`src/rtl/lsap_pkg.sv`:
```
// Shared types and constants for the line sensor array position estimator.
`default_nettype none

package lsap_pkg;

    // Fixed field and accumulator widths.
    localparam int unsigned REQ_W     = 2;
    localparam int unsigned IDX_IN_W  = 4;
    localparam int unsigned SMP_IN_W  = 12;
    localparam int unsigned THR_W     = 10;
    localparam int unsigned INV_W     = 10;
    localparam int unsigned POS_W     = 14;
    localparam int unsigned WGT_W     = 14;
    localparam int unsigned TOTAL_W   = 27;
    localparam int unsigned SUM_W     = 14;
    localparam int unsigned CFG_IDX_W = 1;

    // Full scale of one normalized reading and the weight of one sensor step.
    localparam int unsigned SCALE = 1000;

    // Threshold values after reset.
    localparam logic [THR_W-1:0] LINE_THR_RST  = 10'd200;
    localparam logic [THR_W-1:0] NOISE_THR_RST = 10'd50;

    // Request codes.
    localparam logic [REQ_W-1:0] REQ_CLEAR = 2'd0;
    localparam logic [REQ_W-1:0] REQ_CAL   = 2'd1;
    localparam logic [REQ_W-1:0] REQ_MEAS  = 2'd2;

    // Configuration register indexes.
    localparam logic [CFG_IDX_W-1:0] CFG_LINE_THR  = 1'd0;
    localparam logic [CFG_IDX_W-1:0] CFG_NOISE_THR = 1'd1;

    // Sequencer states.
    typedef enum logic [3:0] {
        S_IDLE,
        S_PREP,
        S_NSTART,
        S_NWAIT,
        S_INV,
        S_ACC,
        S_FEND,
        S_FWAIT,
        S_OUT
    } lsap_state_t;

endpackage

`default_nettype wire

```
`src/rtl/lsap_div.sv`:
```
// Shared restoring divider, one quotient bit per cycle.
`default_nettype none

module lsap_div #(
    parameter int unsigned DVD_W = 27,
    parameter int unsigned DVS_W = 14
) (
    input  wire logic             clk,
    input  wire logic             rst_n,
    input  wire logic             start,
    input  wire logic [DVD_W-1:0] dividend,
    input  wire logic [DVS_W-1:0] divisor,
    output logic                  done,
    output logic      [DVD_W-1:0] quotient
);

    localparam int unsigned CNT_W = $clog2(DVD_W + 1);

    logic [CNT_W-1:0] cnt_reg;
    logic             done_reg;
    logic [DVD_W-1:0] quo_reg;
    logic [DVD_W-1:0] quo_next;
    logic [DVS_W-1:0] rem_reg;
    logic [DVS_W-1:0] rem_next;
    logic [DVS_W-1:0] dvs_reg;
    logic [DVS_W:0]   shifted;
    logic [DVS_W:0]   trial;
    logic             ge;

    // One restoring step: shift in the next dividend bit and try the subtract.
    always_comb
    begin
        shifted  = {rem_reg, quo_reg[DVD_W-1]};
        trial    = shifted - {1'b0, dvs_reg};
        ge       = (shifted >= {1'b0, dvs_reg});
        rem_next = ge ? trial[DVS_W-1:0] : shifted[DVS_W-1:0];
        quo_next = {quo_reg[DVD_W-2:0], ge};
    end

    // Iteration counter and completion pulse.
    always_ff @(posedge clk or negedge rst_n)
    begin
        if (!rst_n)
        begin
            cnt_reg  <= '0;
            done_reg <= 1'b0;
        end
        else
        begin
            done_reg <= 1'b0;
            if (start)
            begin
                cnt_reg <= CNT_W'(DVD_W);
            end
            else if (cnt_reg != '0)
            begin
                cnt_reg  <= cnt_reg - 1'b1;
                done_reg <= (cnt_reg == CNT_W'(1));
            end
        end
    end

    // Operand and partial remainder registers.
    always_ff @(posedge clk)
    begin
        if (start)
        begin
            quo_reg <= dividend;
            rem_reg <= '0;
            dvs_reg <= divisor;
        end
        else if (cnt_reg != '0)
        begin
            quo_reg <= quo_next;
            rem_reg <= rem_next;
        end
    end

    assign done     = done_reg;
    assign quotient = quo_reg;

`ifndef ASSERT_OFF
    a_start_idle: assert property (@(posedge clk) disable iff (!rst_n)
        start |-> cnt_reg == '0)
        else $error("divider started while busy");
    a_start_load: assert property (@(posedge clk) disable iff (!rst_n)
        start |=> cnt_reg == CNT_W'(DVD_W))
        else $error("divider count not loaded");
    a_done_end: assert property (@(posedge clk) disable iff (!rst_n)
        done |-> cnt_reg == '0 && $past(cnt_reg) == CNT_W'(1))
        else $error("divider done out of sequence");
`endif

endmodule

`default_nettype wire

```
`src/rtl/lsap_cal.sv`:
```
// Per-sensor calibration range store with clear and widen operations.
`default_nettype none

module lsap_cal #(
    parameter int unsigned NUM_SENSORS = 12,
    parameter int unsigned SAMPLE_BITS = 12,
    parameter int unsigned IDX_W       = 4
) (
    input  wire logic                   clk,
    input  wire logic                   rst_n,
    input  wire logic                   clr,
    input  wire logic                   upd,
    input  wire logic [IDX_W-1:0]       wr_idx,
    input  wire logic [SAMPLE_BITS-1:0] wr_sample,
    input  wire logic [IDX_W-1:0]       rd_idx,
    output logic      [SAMPLE_BITS-1:0] rd_min,
    output logic      [SAMPLE_BITS-1:0] rd_max
);

    localparam logic [SAMPLE_BITS-1:0] SAMPLE_MAX = '1;

    logic [SAMPLE_BITS-1:0] min_reg [NUM_SENSORS];
    logic [SAMPLE_BITS-1:0] max_reg [NUM_SENSORS];

    // Clear sets an empty range; a sample widens the range of its sensor.
    always_ff @(posedge clk or negedge rst_n)
    begin
        if (!rst_n)
        begin
            for (int i = 0; i < NUM_SENSORS; i++)
            begin
                min_reg[i] <= '0;
                max_reg[i] <= SAMPLE_MAX;
            end
        end
        else if (clr)
        begin
            for (int i = 0; i < NUM_SENSORS; i++)
            begin
                min_reg[i] <= SAMPLE_MAX;
                max_reg[i] <= '0;
            end
        end
        else if (upd)
        begin
            if (wr_sample < min_reg[wr_idx])
            begin
                min_reg[wr_idx] <= wr_sample;
            end
            if (wr_sample > max_reg[wr_idx])
            begin
                max_reg[wr_idx] <= wr_sample;
            end
        end
    end

    // Range of the sensor under measurement.
    assign rd_min = min_reg[rd_idx];
    assign rd_max = max_reg[rd_idx];

`ifndef ASSERT_OFF
    a_no_clr_upd: assert property (@(posedge clk) disable iff (!rst_n)
        !(clr && upd))
        else $error("clear and update together");
    a_clr_empty: assert property (@(posedge clk) disable iff (!rst_n)
        clr |=> min_reg[0] == SAMPLE_MAX && max_reg[0] == '0)
        else $error("clear did not empty the range");
    a_upd_order: assert property (@(posedge clk) disable iff (!rst_n)
        upd && !clr && wr_idx == '0 |=> min_reg[0] <= max_reg[0])
        else $error("range inverted after a calibration sample");
`endif

endmodule

`default_nettype wire

```
`src/rtl/line_sensor_array_position.sv`:
```
// Line sensor array position estimator: sequencer, accumulators and output register.
//
// Usage: items enter on in_valid/in_ready; each carries a request type, a sensor
// index, a raw sample and a frame-last flag. A clear or calibration item is taken
// while idle and in_ready stays high. A measurement item for a sensor in range holds
// the block through operand setup, a wait on the shared divider for the
// normalization, then inversion and accumulation. A reading at or below the
// sensor's minimum, at or above its maximum, or against an empty range skips the
// divide. A measurement item for a sensor out of range is taken without leaving
// idle unless it closes a frame. The item that closes a frame adds a decision
// state and, when the line was seen with a nonzero weight, a second divide for the
// position, then presents one result on out_valid/out_ready. in_ready is low from
// acceptance of a measurement item that starts work until that work is done and
// any result has been taken, so a stalled receiver holds the block with the result
// steady in the output register.
// Thresholds are written through cfg_we/cfg_index/cfg_data; the user must write
// them only while the block is idle, which the block itself does not enforce.
// Reset sets thresholds to 200 and 50, every calibration range to the full
// converter scale, and clears the frame accumulators and the last position.
`default_nettype none

module line_sensor_array_position
    import lsap_pkg::*;
#(
    parameter int unsigned NUM_SENSORS = 12,
    parameter int unsigned SAMPLE_BITS = 12
) (
    input  wire logic                 clk,
    input  wire logic                 rst_n,
    input  wire logic                 in_valid,
    output logic                      in_ready,
    input  wire logic [REQ_W-1:0]     req_type,
    input  wire logic [IDX_IN_W-1:0]  sensor_index,
    input  wire logic [SMP_IN_W-1:0]  sample,
    input  wire logic                 frame_last,
    output logic                      out_valid,
    input  wire logic                 out_ready,
    output logic      [POS_W-1:0]     position,
    output logic                      line_seen,
    input  wire logic                 cfg_we,
    input  wire logic [CFG_IDX_W-1:0] cfg_index,
    input  wire logic [THR_W-1:0]     cfg_data
);

    localparam int unsigned IDX_W = $clog2(NUM_SENSORS);
    localparam int unsigned NUM_W = SAMPLE_BITS + INV_W;
    localparam int unsigned DVD_W = TOTAL_W;
    localparam int unsigned DVS_W = (SAMPLE_BITS > SUM_W) ? SAMPLE_BITS : SUM_W;
    localparam int unsigned PROD_W = INV_W + WGT_W;
    localparam logic [POS_W-1:0] FULL_POS = POS_W'((NUM_SENSORS - 1) * SCALE);
    localparam logic [POS_W-1:0] HALF_POS = POS_W'(((NUM_SENSORS - 1) * SCALE) / 2);

    lsap_state_t state_reg;
    lsap_state_t state_next;

    logic [THR_W-1:0]       line_thr_reg;
    logic [THR_W-1:0]       noise_thr_reg;
    logic [IDX_IN_W-1:0]    idx_reg;
    logic [SAMPLE_BITS-1:0] smp_reg;
    logic                   last_reg;
    logic                   zero_reg;
    logic                   sat_reg;
    logic [NUM_W-1:0]       num_reg;
    logic [SAMPLE_BITS-1:0] rng_reg;
    logic [WGT_W-1:0]       wgt_reg;
    logic [INV_W-1:0]       inv_reg;
    logic                   seen_reg;
    logic [TOTAL_W-1:0]     total_reg;
    logic [SUM_W-1:0]       sum_reg;
    logic [POS_W-1:0]       last_pos_reg;
    logic [POS_W-1:0]       position_reg;
    logic                   line_seen_reg;

    logic                   accept;
    logic                   idx_ok;
    logic [SAMPLE_BITS-1:0] smp_in;
    logic [SAMPLE_BITS-1:0] cal_min;
    logic [SAMPLE_BITS-1:0] cal_max;
    logic                   frame_div;
    logic                   div_start;
    logic                   div_done;
    logic [DVD_W-1:0]       div_dvd;
    logic [DVS_W-1:0]       div_dvs;
    logic [DVD_W-1:0]       div_quo;
    logic [INV_W-1:0]       norm_val;
    logic [PROD_W-1:0]      prod;
    logic [TOTAL_W:0]       total_add;
    logic [SUM_W:0]         sum_add;
    logic [POS_W-1:0]       frame_pos;
    logic [POS_W-1:0]       lost_pos;

    // Input decode.
    assign accept = in_valid && in_ready;
    assign idx_ok = ({1'b0, sensor_index} < (IDX_IN_W + 1)'(NUM_SENSORS));
    assign smp_in = SAMPLE_BITS'(sample);

    // Calibration store.
    lsap_cal #(
        .NUM_SENSORS (NUM_SENSORS),
        .SAMPLE_BITS (SAMPLE_BITS),
        .IDX_W       (IDX_W)
    ) u_cal (
        .clk       (clk),
        .rst_n     (rst_n),
        .clr       (accept && (req_type == REQ_CLEAR)),
        .upd       (accept && (req_type == REQ_CAL) && idx_ok),
        .wr_idx    (sensor_index[IDX_W-1:0]),
        .wr_sample (smp_in),
        .rd_idx    (idx_reg[IDX_W-1:0]),
        .rd_min    (cal_min),
        .rd_max    (cal_max)
    );

    // Shared divider: normalization and frame position.
    assign div_dvd = (state_reg == S_FEND) ? total_reg : DVD_W'(num_reg);
    assign div_dvs = (state_reg == S_FEND) ? DVS_W'(sum_reg) : DVS_W'(rng_reg);

    lsap_div #(
        .DVD_W (DVD_W),
        .DVS_W (DVS_W)
    ) u_div (
        .clk      (clk),
        .rst_n    (rst_n),
        .start    (div_start),
        .dividend (div_dvd),
        .divisor  (div_dvs),
        .done     (div_done),
        .quotient (div_quo)
    );

    // Datapath arithmetic around the divider.
    always_comb
    begin
        if (zero_reg)
        begin
            norm_val = '0;
        end
        else if (sat_reg || (div_quo > DVD_W'(SCALE)))
        begin
            norm_val = INV_W'(SCALE);
        end
        else
        begin
            norm_val = div_quo[INV_W-1:0];
        end
        prod      = PROD_W'(inv_reg) * PROD_W'(wgt_reg);
        total_add = {1'b0, total_reg} + (TOTAL_W + 1)'(prod);
        sum_add   = {1'b0, sum_reg} + (SUM_W + 1)'(inv_reg);
        frame_pos = (div_quo > DVD_W'(FULL_POS)) ? FULL_POS : div_quo[POS_W-1:0];
        lost_pos  = (last_pos_reg < HALF_POS) ? '0 : FULL_POS;
    end

    assign frame_div = seen_reg && (sum_reg != '0);

    // Sequencer next state.
    always_comb
    begin
        state_next = state_reg;
        unique case (state_reg)
            S_IDLE:
            begin
                if (accept && (req_type == REQ_MEAS))
                begin
                    if (idx_ok)
                    begin
                        state_next = S_PREP;
                    end
                    else if (frame_last)
                    begin
                        state_next = S_FEND;
                    end
                end
            end
            S_PREP:
            begin
                state_next = S_NSTART;
            end
            S_NSTART:
            begin
                state_next = (zero_reg || sat_reg) ? S_INV : S_NWAIT;
            end
            S_NWAIT:
            begin
                if (div_done)
                begin
                    state_next = S_INV;
                end
            end
            S_INV:
            begin
                state_next = S_ACC;
            end
            S_ACC:
            begin
                state_next = last_reg ? S_FEND : S_IDLE;
            end
            S_FEND:
            begin
                state_next = frame_div ? S_FWAIT : S_OUT;
            end
            S_FWAIT:
            begin
                if (div_done)
                begin
                    state_next = S_OUT;
                end
            end
            S_OUT:
            begin
                if (out_ready)
                begin
                    state_next = S_IDLE;
                end
            end
            default:
            begin
                state_next = S_IDLE;
            end
        endcase
    end

    // Sequencer outputs.
    always_comb
    begin
        in_ready  = (state_reg == S_IDLE);
        out_valid = (state_reg == S_OUT);
        div_start = ((state_reg == S_NSTART) && !zero_reg && !sat_reg) ||
                    ((state_reg == S_FEND) && frame_div);
    end

    // State, thresholds and frame accumulators.
    always_ff @(posedge clk or negedge rst_n)
    begin
        if (!rst_n)
        begin
            state_reg     <= S_IDLE;
            line_thr_reg  <= LINE_THR_RST;
            noise_thr_reg <= NOISE_THR_RST;
            seen_reg      <= 1'b0;
            total_reg     <= '0;
            sum_reg       <= '0;
            last_pos_reg  <= '0;
        end
        else
        begin
            state_reg <= state_next;
            if (cfg_we)
            begin
                unique case (cfg_index)
                    CFG_LINE_THR:  line_thr_reg  <= cfg_data;
                    CFG_NOISE_THR: noise_thr_reg <= cfg_data;
                    default:       line_thr_reg  <= line_thr_reg;
                endcase
            end
            if (state_reg == S_ACC)
            begin
                if (inv_reg > line_thr_reg)
                begin
                    seen_reg <= 1'b1;
                end
                if (inv_reg > noise_thr_reg)
                begin
                    total_reg <= total_add[TOTAL_W] ? '1 : total_add[TOTAL_W-1:0];
                    sum_reg   <= sum_add[SUM_W] ? '1 : sum_add[SUM_W-1:0];
                end
            end
            else if (((state_reg == S_FEND) && !frame_div) ||
                     ((state_reg == S_FWAIT) && div_done))
            begin
                seen_reg  <= 1'b0;
                total_reg <= '0;
                sum_reg   <= '0;
                if (state_reg == S_FWAIT)
                begin
                    last_pos_reg <= frame_pos;
                end
            end
        end
    end

    // Item, operand and result registers.
    always_ff @(posedge clk)
    begin
        if (accept)
        begin
            idx_reg  <= sensor_index;
            smp_reg  <= smp_in;
            last_reg <= frame_last;
        end
        if (state_reg == S_PREP)
        begin
            zero_reg <= (cal_max <= cal_min) || (smp_reg <= cal_min);
            sat_reg  <= ((smp_reg - cal_min) >= (cal_max - cal_min));
            num_reg  <= NUM_W'(smp_reg - cal_min) * NUM_W'(SCALE);
            rng_reg  <= cal_max - cal_min;
            wgt_reg  <= WGT_W'(idx_reg) * WGT_W'(SCALE);
        end
        if (state_reg == S_INV)
        begin
            inv_reg <= INV_W'(SCALE) - norm_val;
        end
        if (state_reg == S_FEND && !frame_div)
        begin
            position_reg  <= seen_reg ? last_pos_reg : lost_pos;
            line_seen_reg <= seen_reg;
        end
        else if (state_reg == S_FWAIT && div_done)
        begin
            position_reg  <= frame_pos;
            line_seen_reg <= 1'b1;
        end
    end

    assign position  = position_reg;
    assign line_seen = line_seen_reg;

`ifndef ASSERT_OFF
    a_meas_start: assert property (@(posedge clk) disable iff (!rst_n)
        accept && (req_type == REQ_MEAS) && idx_ok |=> state_reg == S_PREP)
        else $error("measurement item did not start normalization");
    a_out_cleared: assert property (@(posedge clk) disable iff (!rst_n)
        (state_reg == S_OUT) |-> !seen_reg && total_reg == '0 && sum_reg == '0)
        else $error("frame accumulators not cleared at frame close");
    a_done_wait: assert property (@(posedge clk) disable iff (!rst_n)
        div_done |-> (state_reg == S_NWAIT || state_reg == S_FWAIT))
        else $error("divider finished outside a wait state");
`endif

endmodule

`default_nettype wire
```
`config.mk`:
```
export PLATFORM = sky130hd
export DESIGN_NAME = line_sensor_array_position
export DESIGN_NICKNAME = d
export VERILOG_FILES = /design/src/rtl/lsap_pkg.sv /design/src/rtl/lsap_div.sv /design/src/rtl/lsap_cal.sv /design/src/rtl/line_sensor_array_position.sv
export SDC_FILE = /design/constraint.sdc
export NUM_CORES = 2
export LEC_CHECK = 0
export BUFFER_PORTS_ARGS = -buffer_cell sky130_fd_sc_hd__buf_2
export CAP_MARGIN = 20
export CORE_ASPECT_RATIO = 1.2
export CORE_MARGIN = 2
export CORE_UTILIZATION = 45
export CTS_CLUSTER_SIZE = 10
export DETAILED_ROUTE_END_ITERATION = 7
export HOLD_SLACK_MARGIN = 0.08
export SLEW_MARGIN = 10
export SYNTH_ARGS = -nofsm -noshare
export SYNTH_HDL_FRONTEND = slang
export SYNTH_SLANG_ARGS = --single-unit
```
`constraint.sdc`:
```
create_clock -name clk -period 9 [get_ports clk]
set_input_delay 2.7 -clock clk [delete_from_list [all_inputs] [get_ports clk]]
set_output_delay 2.7 -clock clk [all_outputs]
set_load 0.05 [all_outputs]
```
## Word-level counts from Yosys, hierarchy flattened

Cells that the tools add are included.

- Output and inout bits: 17
- RAM bits: 0
- Logic and storage cells: 195
- Bits of input ports: 35
- Bits in registers: 515
- Latch bits: 0
- Memories kept: 0
- Memory bits (read-only): 0

- Shift-type cells: 0
- Equal/unequal tests: 18
- Divide/modulo/power cells: 0
- Order comparisons: 15
- Multiplexer cells: 61
- Multipliers: 3
- Reductions and logical operators: 38
- $add $sub $neg: 8
- Bitwise logic cells: 4

Operator list:

| cell | number |
|---|---|
| $mux W144 | 6 |
| $bwmux W144 | 2 |
| $bmux W12 S4 | 4 |
| $mux W27 | 7 |
| $mux W14 | 10 |
| $mux W12 | 10 |
| $demux W12 S4 | 1 |
| $pmux W4 S9 | 1 |
| $add A27 B24 Y28 | 1 |
| $mux W4 | 7 |
| $gt A27 B10 Y1 const B | 1 |
| $gt A27 B14 Y1 const B | 1 |
| $le A12 B12 Y1 | 2 |
| $sub A12 B12 Y12 | 2 |
| $mul A22 B7 Y19 const B | 1 |
| $mul A10 B11 Y21 | 1 |
| $gt A10 B10 Y1 | 2 |
| $mux W10 | 2 |
| $eq A4 B3 Y1 const B | 4 |
| $add A14 B10 Y15 | 1 |
| $ge A15 B14 Y1 | 1 |
| $lt A14 B13 Y1 const B | 1 |
| $reduce_bool A14 Y1 | 1 |
| $sub A14 B14 Y14 | 1 |
| 33 further kinds | 77 |

## Longest topological paths before layout

- Depth after elaboration: 9
- Depth in mapped cells: 29

## Hierarchy

Synthesis repeated with hierarchy kept, for this count alone.

- Cell total of the unflattened synthesis: 3286
- Area total of the unflattened synthesis: 36691.4 um2

Modules (own cells, without submodules):

| module | instances | area an instance (um2) | cells an instance |
|---|---|---|---|
| lsap_cal | 1 | 17126.4 | 1321 |
| line_sensor_array_position | 1 | 16176.8 | 1661 |
| lsap_div | 1 | 3388.2 | 304 |

## Least setup slack after synthesis

No wires, ideal clock.

- Path type: flip-flop to flip-flop
- Start point: register idx_reg[0]
- End point: register num_reg[19] (data pin)
- Stages on the path, launching flop included: 29
- Slack: 0.972 ns
- Data required time: 8.742 ns
- Setup time: 0.258 ns
- Arrival time: 7.770 ns
- Cells stage by stage: edfxtp_1 > clkbuf_1 > buf_1 > mux4_2 > mux2i_1 > nor2_1 > a21oi_1 > ha_1 > nor2b_1 > o21ai_0 > a21oi_1 > o21ai_0 > nand2b_1 > xor2_1 > inv_1 > fa_1 > inv_1 > fa_1 > fa_1 > inv_1 > fa_1 > inv_1 > ha_1 > a21o_1 > a221o_1 > or3_1 > a31o_2 > or2_2 > xor2_1

- Longest elaborated chain between the ends: 6

RTL lines:

| item | RTL line | source |
|---|---|---|
| start, declared | line_sensor_array_position.sv:58 | `logic [IDX_IN_W-1:0] idx_reg;` |
| start signal, assigned | line_sensor_array_position.sv:286 | `idx_reg <= sensor_index;` |
| $not A4 Y5 (implied by the code) | lsap_cal.sv:58 | `assign rd_min = min_reg[rd_idx];` |
| $bmux W12 S4 | lsap_cal.sv:58 |  |
| $mux W12 (implied by the code) (2 in series) | lsap_cal.sv:58 |  |
| $sub A12 B12 Y13 | line_sensor_array_position.sv:294 | `num_reg <= NUM_W'(smp_reg - cal_min) * NUM_W'(SCALE);` |
| $mul A22 B7 Y19 | line_sensor_array_position.sv:294 |  |
| end signal, assigned | line_sensor_array_position.sv:294 |  |
| end, declared | line_sensor_array_position.sv:63 | `logic [NUM_W-1:0] num_reg;` |

Every way passes these cells. The select of a mux whose other input is x is not followed.
A chain may end at the register's enable or synchronous reset.

## Final worst setup path

- Start point: register inv_reg[3]
- End point: register total_reg[20]

- Longest elaborated chain between the ends: 5
- Elaborated cells between the ends (all ways): 8
- Classes of those cells: add/sub: 1; mul: 1; order compare: 1; eq/ne: 1; mux: 3; reduce/logical: 1

RTL lines:

| item | RTL line | source |
|---|---|---|
| start, declared | line_sensor_array_position.sv:66 | `logic [INV_W-1:0] inv_reg;` |
| start signal, assigned | line_sensor_array_position.sv:300 | `inv_reg <= INV_W'(SCALE) - norm_val;` |
| $mul A10 B11 Y21 | line_sensor_array_position.sv:146 | `prod = PROD_W'(inv_reg) * PROD_W'(wgt_reg);` |
| $add A27 B24 Y28 | line_sensor_array_position.sv:147 | `total_add = {1'b0, total_reg} + (TOTAL_W + 1)'(prod);` |
| $mux W27 | line_sensor_array_position.sv:263 | `total_reg <= total_add[TOTAL_W] ? '1 : total_add[TOTAL_W-1:0];` |
| $mux W27 | line_sensor_array_position.sv:261 | `if (inv_reg > noise_thr_reg)` |
| $mux W27 | line_sensor_array_position.sv:255 | `if (state_reg == S_ACC)` |
| end signal, assigned | line_sensor_array_position.sv:263 |  |
| end, declared | line_sensor_array_position.sv:68 | `logic [TOTAL_W-1:0] total_reg;` |

Several ways; a longest one is shown, not always the timed one. The select of a mux whose other input is x is not followed.

==> out/summary.txt <==
Fin crit period: 7.87 ns
Slowest stage cell, crit path: edfxtp_1
# IOs: 52
GR Overflow Total: 0
Final core utilization: 0.492
Wire per inst: 22.4 um
Worst Skew: 0.0411 ns
Chip width: 261 um
Yosys top cell by area: dfrtp_1
Slew Limit Headroom: 0.230
Vias/cell: 6.09
Post-synth EDFFs: 127
Die Height: 313 um
Synth area leaders: dfrtp_1, dfstp_2, edfxtp_1
CP required: 9.46 ns
Hold_sp: u_div.rem_reg[1]$_SDFFE_PN0P_
Fmax: 127 MHz
Ys async rst share: 0.725
Fin area: 38800 um2
Setup TNS: 0 ns
H-tree Lvls: 2
Ys flop type: dfrtp_1
Total number of vias: 26.7k
Largest net degree at the start of global routing: 183
Flop-to-flop setup slack: 1.13 ns
DP HPWL: 68.7 mm
Post-synth top cells: nand2_1, ha_1, o21ai_0
Placed Instance Area: 36900 um2
Critical path peak fanout: 16
Number of I/O port buffers: 51
Arr. time, crit path: 8.33 ns
Core area: 78900 um2
Vias in the first global route: 27.3k
Top-count cell post-synth: nand2_1
Synth top area share: 0.155
YS warnings: 0
CTS tree: yes
Final Hold Viols: 0
Sequential share of the synthesized area: 0.380
Die area: 81800 um2
RR Startpoint: inv_reg[3]$_DFFE_PP_
Synthesized net count: 3737
Max-Cap Viols: 0
Slew Limit Fails: 0
CP max stage delay: 0.75 ns
Starting DRT DRC Count: 2166
Gpl congestion: 0.930
Area growth syn-to-layout: 8.61%
Critical Path End Type: flop
Synth Instances: 3337
GRT Total Usage: 0.242
FF-to-FF End: total_reg[20]$_DFFE_PN0P_
Worst hold path cell count: 2
Clk_lat worst skew: 0.66 ns
Share of cells above drive strength 1: 0.163
DRC viols: 0
Nets@finish: 3699
Worst min path class: reg2reg
Clock sink count: 513
Inserted Clock Buffers: 61
Setup-failing EPs final: 0
CP most frequent cell: fa_1
Drt pass-1 iters: 5
Clk buf depth: 3
Clk slew on worst S/H paths: 0.06 ns
Number of fill cells: 7129
FP Rows: 113
Syn_area_per_cell: 10.7 um2
Initial Utilization: 0.453
Root buffer cell: clkbuf_16
Depth of the worst register-to-register path: 23
RSZ-0062 raised after global routing: false
Seq cells post-synth: 513
Hold slack final: 0.472 ns
Status: completed
First-pass GRT wire length: 155 mm
Critical-path cell list: nand2_1, fa_1, inv_1, fa_1, ha_1, fa_1, inv_1, fa_1, inv_1, ha_1, o21a_1, a21boi_0, o41ai_1, o21ai_0, a311oi_1, xnor2_1, ha_1, or3_1, a211oi_1, o21bai_1, a41oi_1, o22a_1, a31oi_1
Worst-Margin Slew: 1.15 ns
Drt total wl: 98.3 mm
Synth cell types: 84
Setup CP Type: reg2reg
Crit share post-route: 0.874
Cell Area, Synth: 35800 um2
Crit start category: flop
Post-route ant nets: 0
Hold Path Sink: u_div.rem_reg[1]$_SDFFE_PN0P_
Initial antenna violation count: 4
-- logic make-up after synthesis --
kind of cell / after synthesis / share of synthesized area
AOI/OAI and AO/OA: 738 / 0.141
and+or+nand+nor: 873 / 0.113
muxes: 304 / 0.136
buffers and inverters: 439 / 0.0495
DFF: 513 / 0.380
xor gates and xnor gates: 105 / 0.0257
adders and majority gates: 365 / 0.154
-- metal layers --
layer | vias to the layer above | share of wire | track usage | wire length (um)
met3 | 204 | 0.059 | 0.0311 | 5790
li1 | 12055 | - | - | -
met4 | 4 | 0.038 | 0.0996 | 3760
met5 | - | 0.00025 | 0 | 25
met1 | 13459 | 0.40 | 0.304 | 39000
met2 | 949 | 0.51 | 0.419 | 49700
-- worst max-delay path: cells and delay by family, from the launching register on --
| kind | cells | cell delay (ns) |
|---|---|---|
| AOI/OAI and AO/OA | 10 | 3.24 |
| adders and majority gates | 7 | 2.94 |
| DFF | 1 | 0.75 |
| and+or+nand+nor | 2 | 0.49 |
| buffers and inverters | 3 | 0.16 |
| xor gates and xnor gates | 1 | 0.11 |
-- area by class of cell --
cell class	instances	area [um2]	area share
Timing Repair Buffer	119	842	0.0217
Inverter	219	822	0.0212
Sequential cell	513	13600	0.350
Antenna cell	3	7.51	0.000193
Multi-Input combinational cell	2385	20400	0.526
Tap cell	1035	1290	0.0333
Clock buffer	103	1740	0.0449
Clock inverter	6	92.6	0.00238
-- per-stage QoR --
step,instances,setup WS [ns]
after floorplan,3337,0.972
after global placement,4256,0.874
after detailed placement,4259,0.686
after CTS,4368,0.629
after global routing,4380,0.442
final,4383,1.13
-- layout by cell type, fill, tap and decap left out, types with 136 or more instances in the layout --
cell / Yosys / routed
ha_1: 238 / 238
o21ai_0: 226 / 226
mux4_2: 144 / 144
a32o_1: 144 / 144
mux2i_1: 136 / 136
dfstp_2: 150 / 150
nand2_1: 385 / 385
dfrtp_1: 222 / 222
inv_1: 218 / 218
nor2_1: 140 / 138
a21oi_1: 144 / 144
-- worst max path at each step --
| stage | startpoint | to | slack, ns | cells after the start |
|---|---|---|---|---|
| after CTS | idx_reg[0]$_DFFE_PP_ | num_reg[19]$_DFFE_PP_ | 0.63 | 23 |
| after global placement | idx_reg[0]$_DFFE_PP_ | num_reg[19]$_DFFE_PP_ | 0.87 | 25 |
| after floorplan | idx_reg[0]$_DFFE_PP_ | num_reg[19]$_DFFE_PP_ | 0.97 | 28 |
| after global routing | idx_reg[3]$_DFFE_PP_ | num_reg[21]$_DFFE_PP_ | 0.44 | 24 |
| final | inv_reg[3]$_DFFE_PP_ | total_reg[20]$_DFFE_PN0P_ | 1.13 | 23 |
| after detailed placement | idx_reg[0]$_DFFE_PP_ | num_reg[19]$_DFFE_PP_ | 0.69 | 23 |
-- what timing repair did --
action                                 in CTS  in global routing
resized for setup                           0                  0
hold buffers                                0                  0
setup endpoints to repair                   0                  1
setup buffers                               0                  8
endpoints found under the hold margin       0                  0
Power is not shown: default switching activity piles up to over one toggle a cycle in this logic, so the estimate is an artifact.
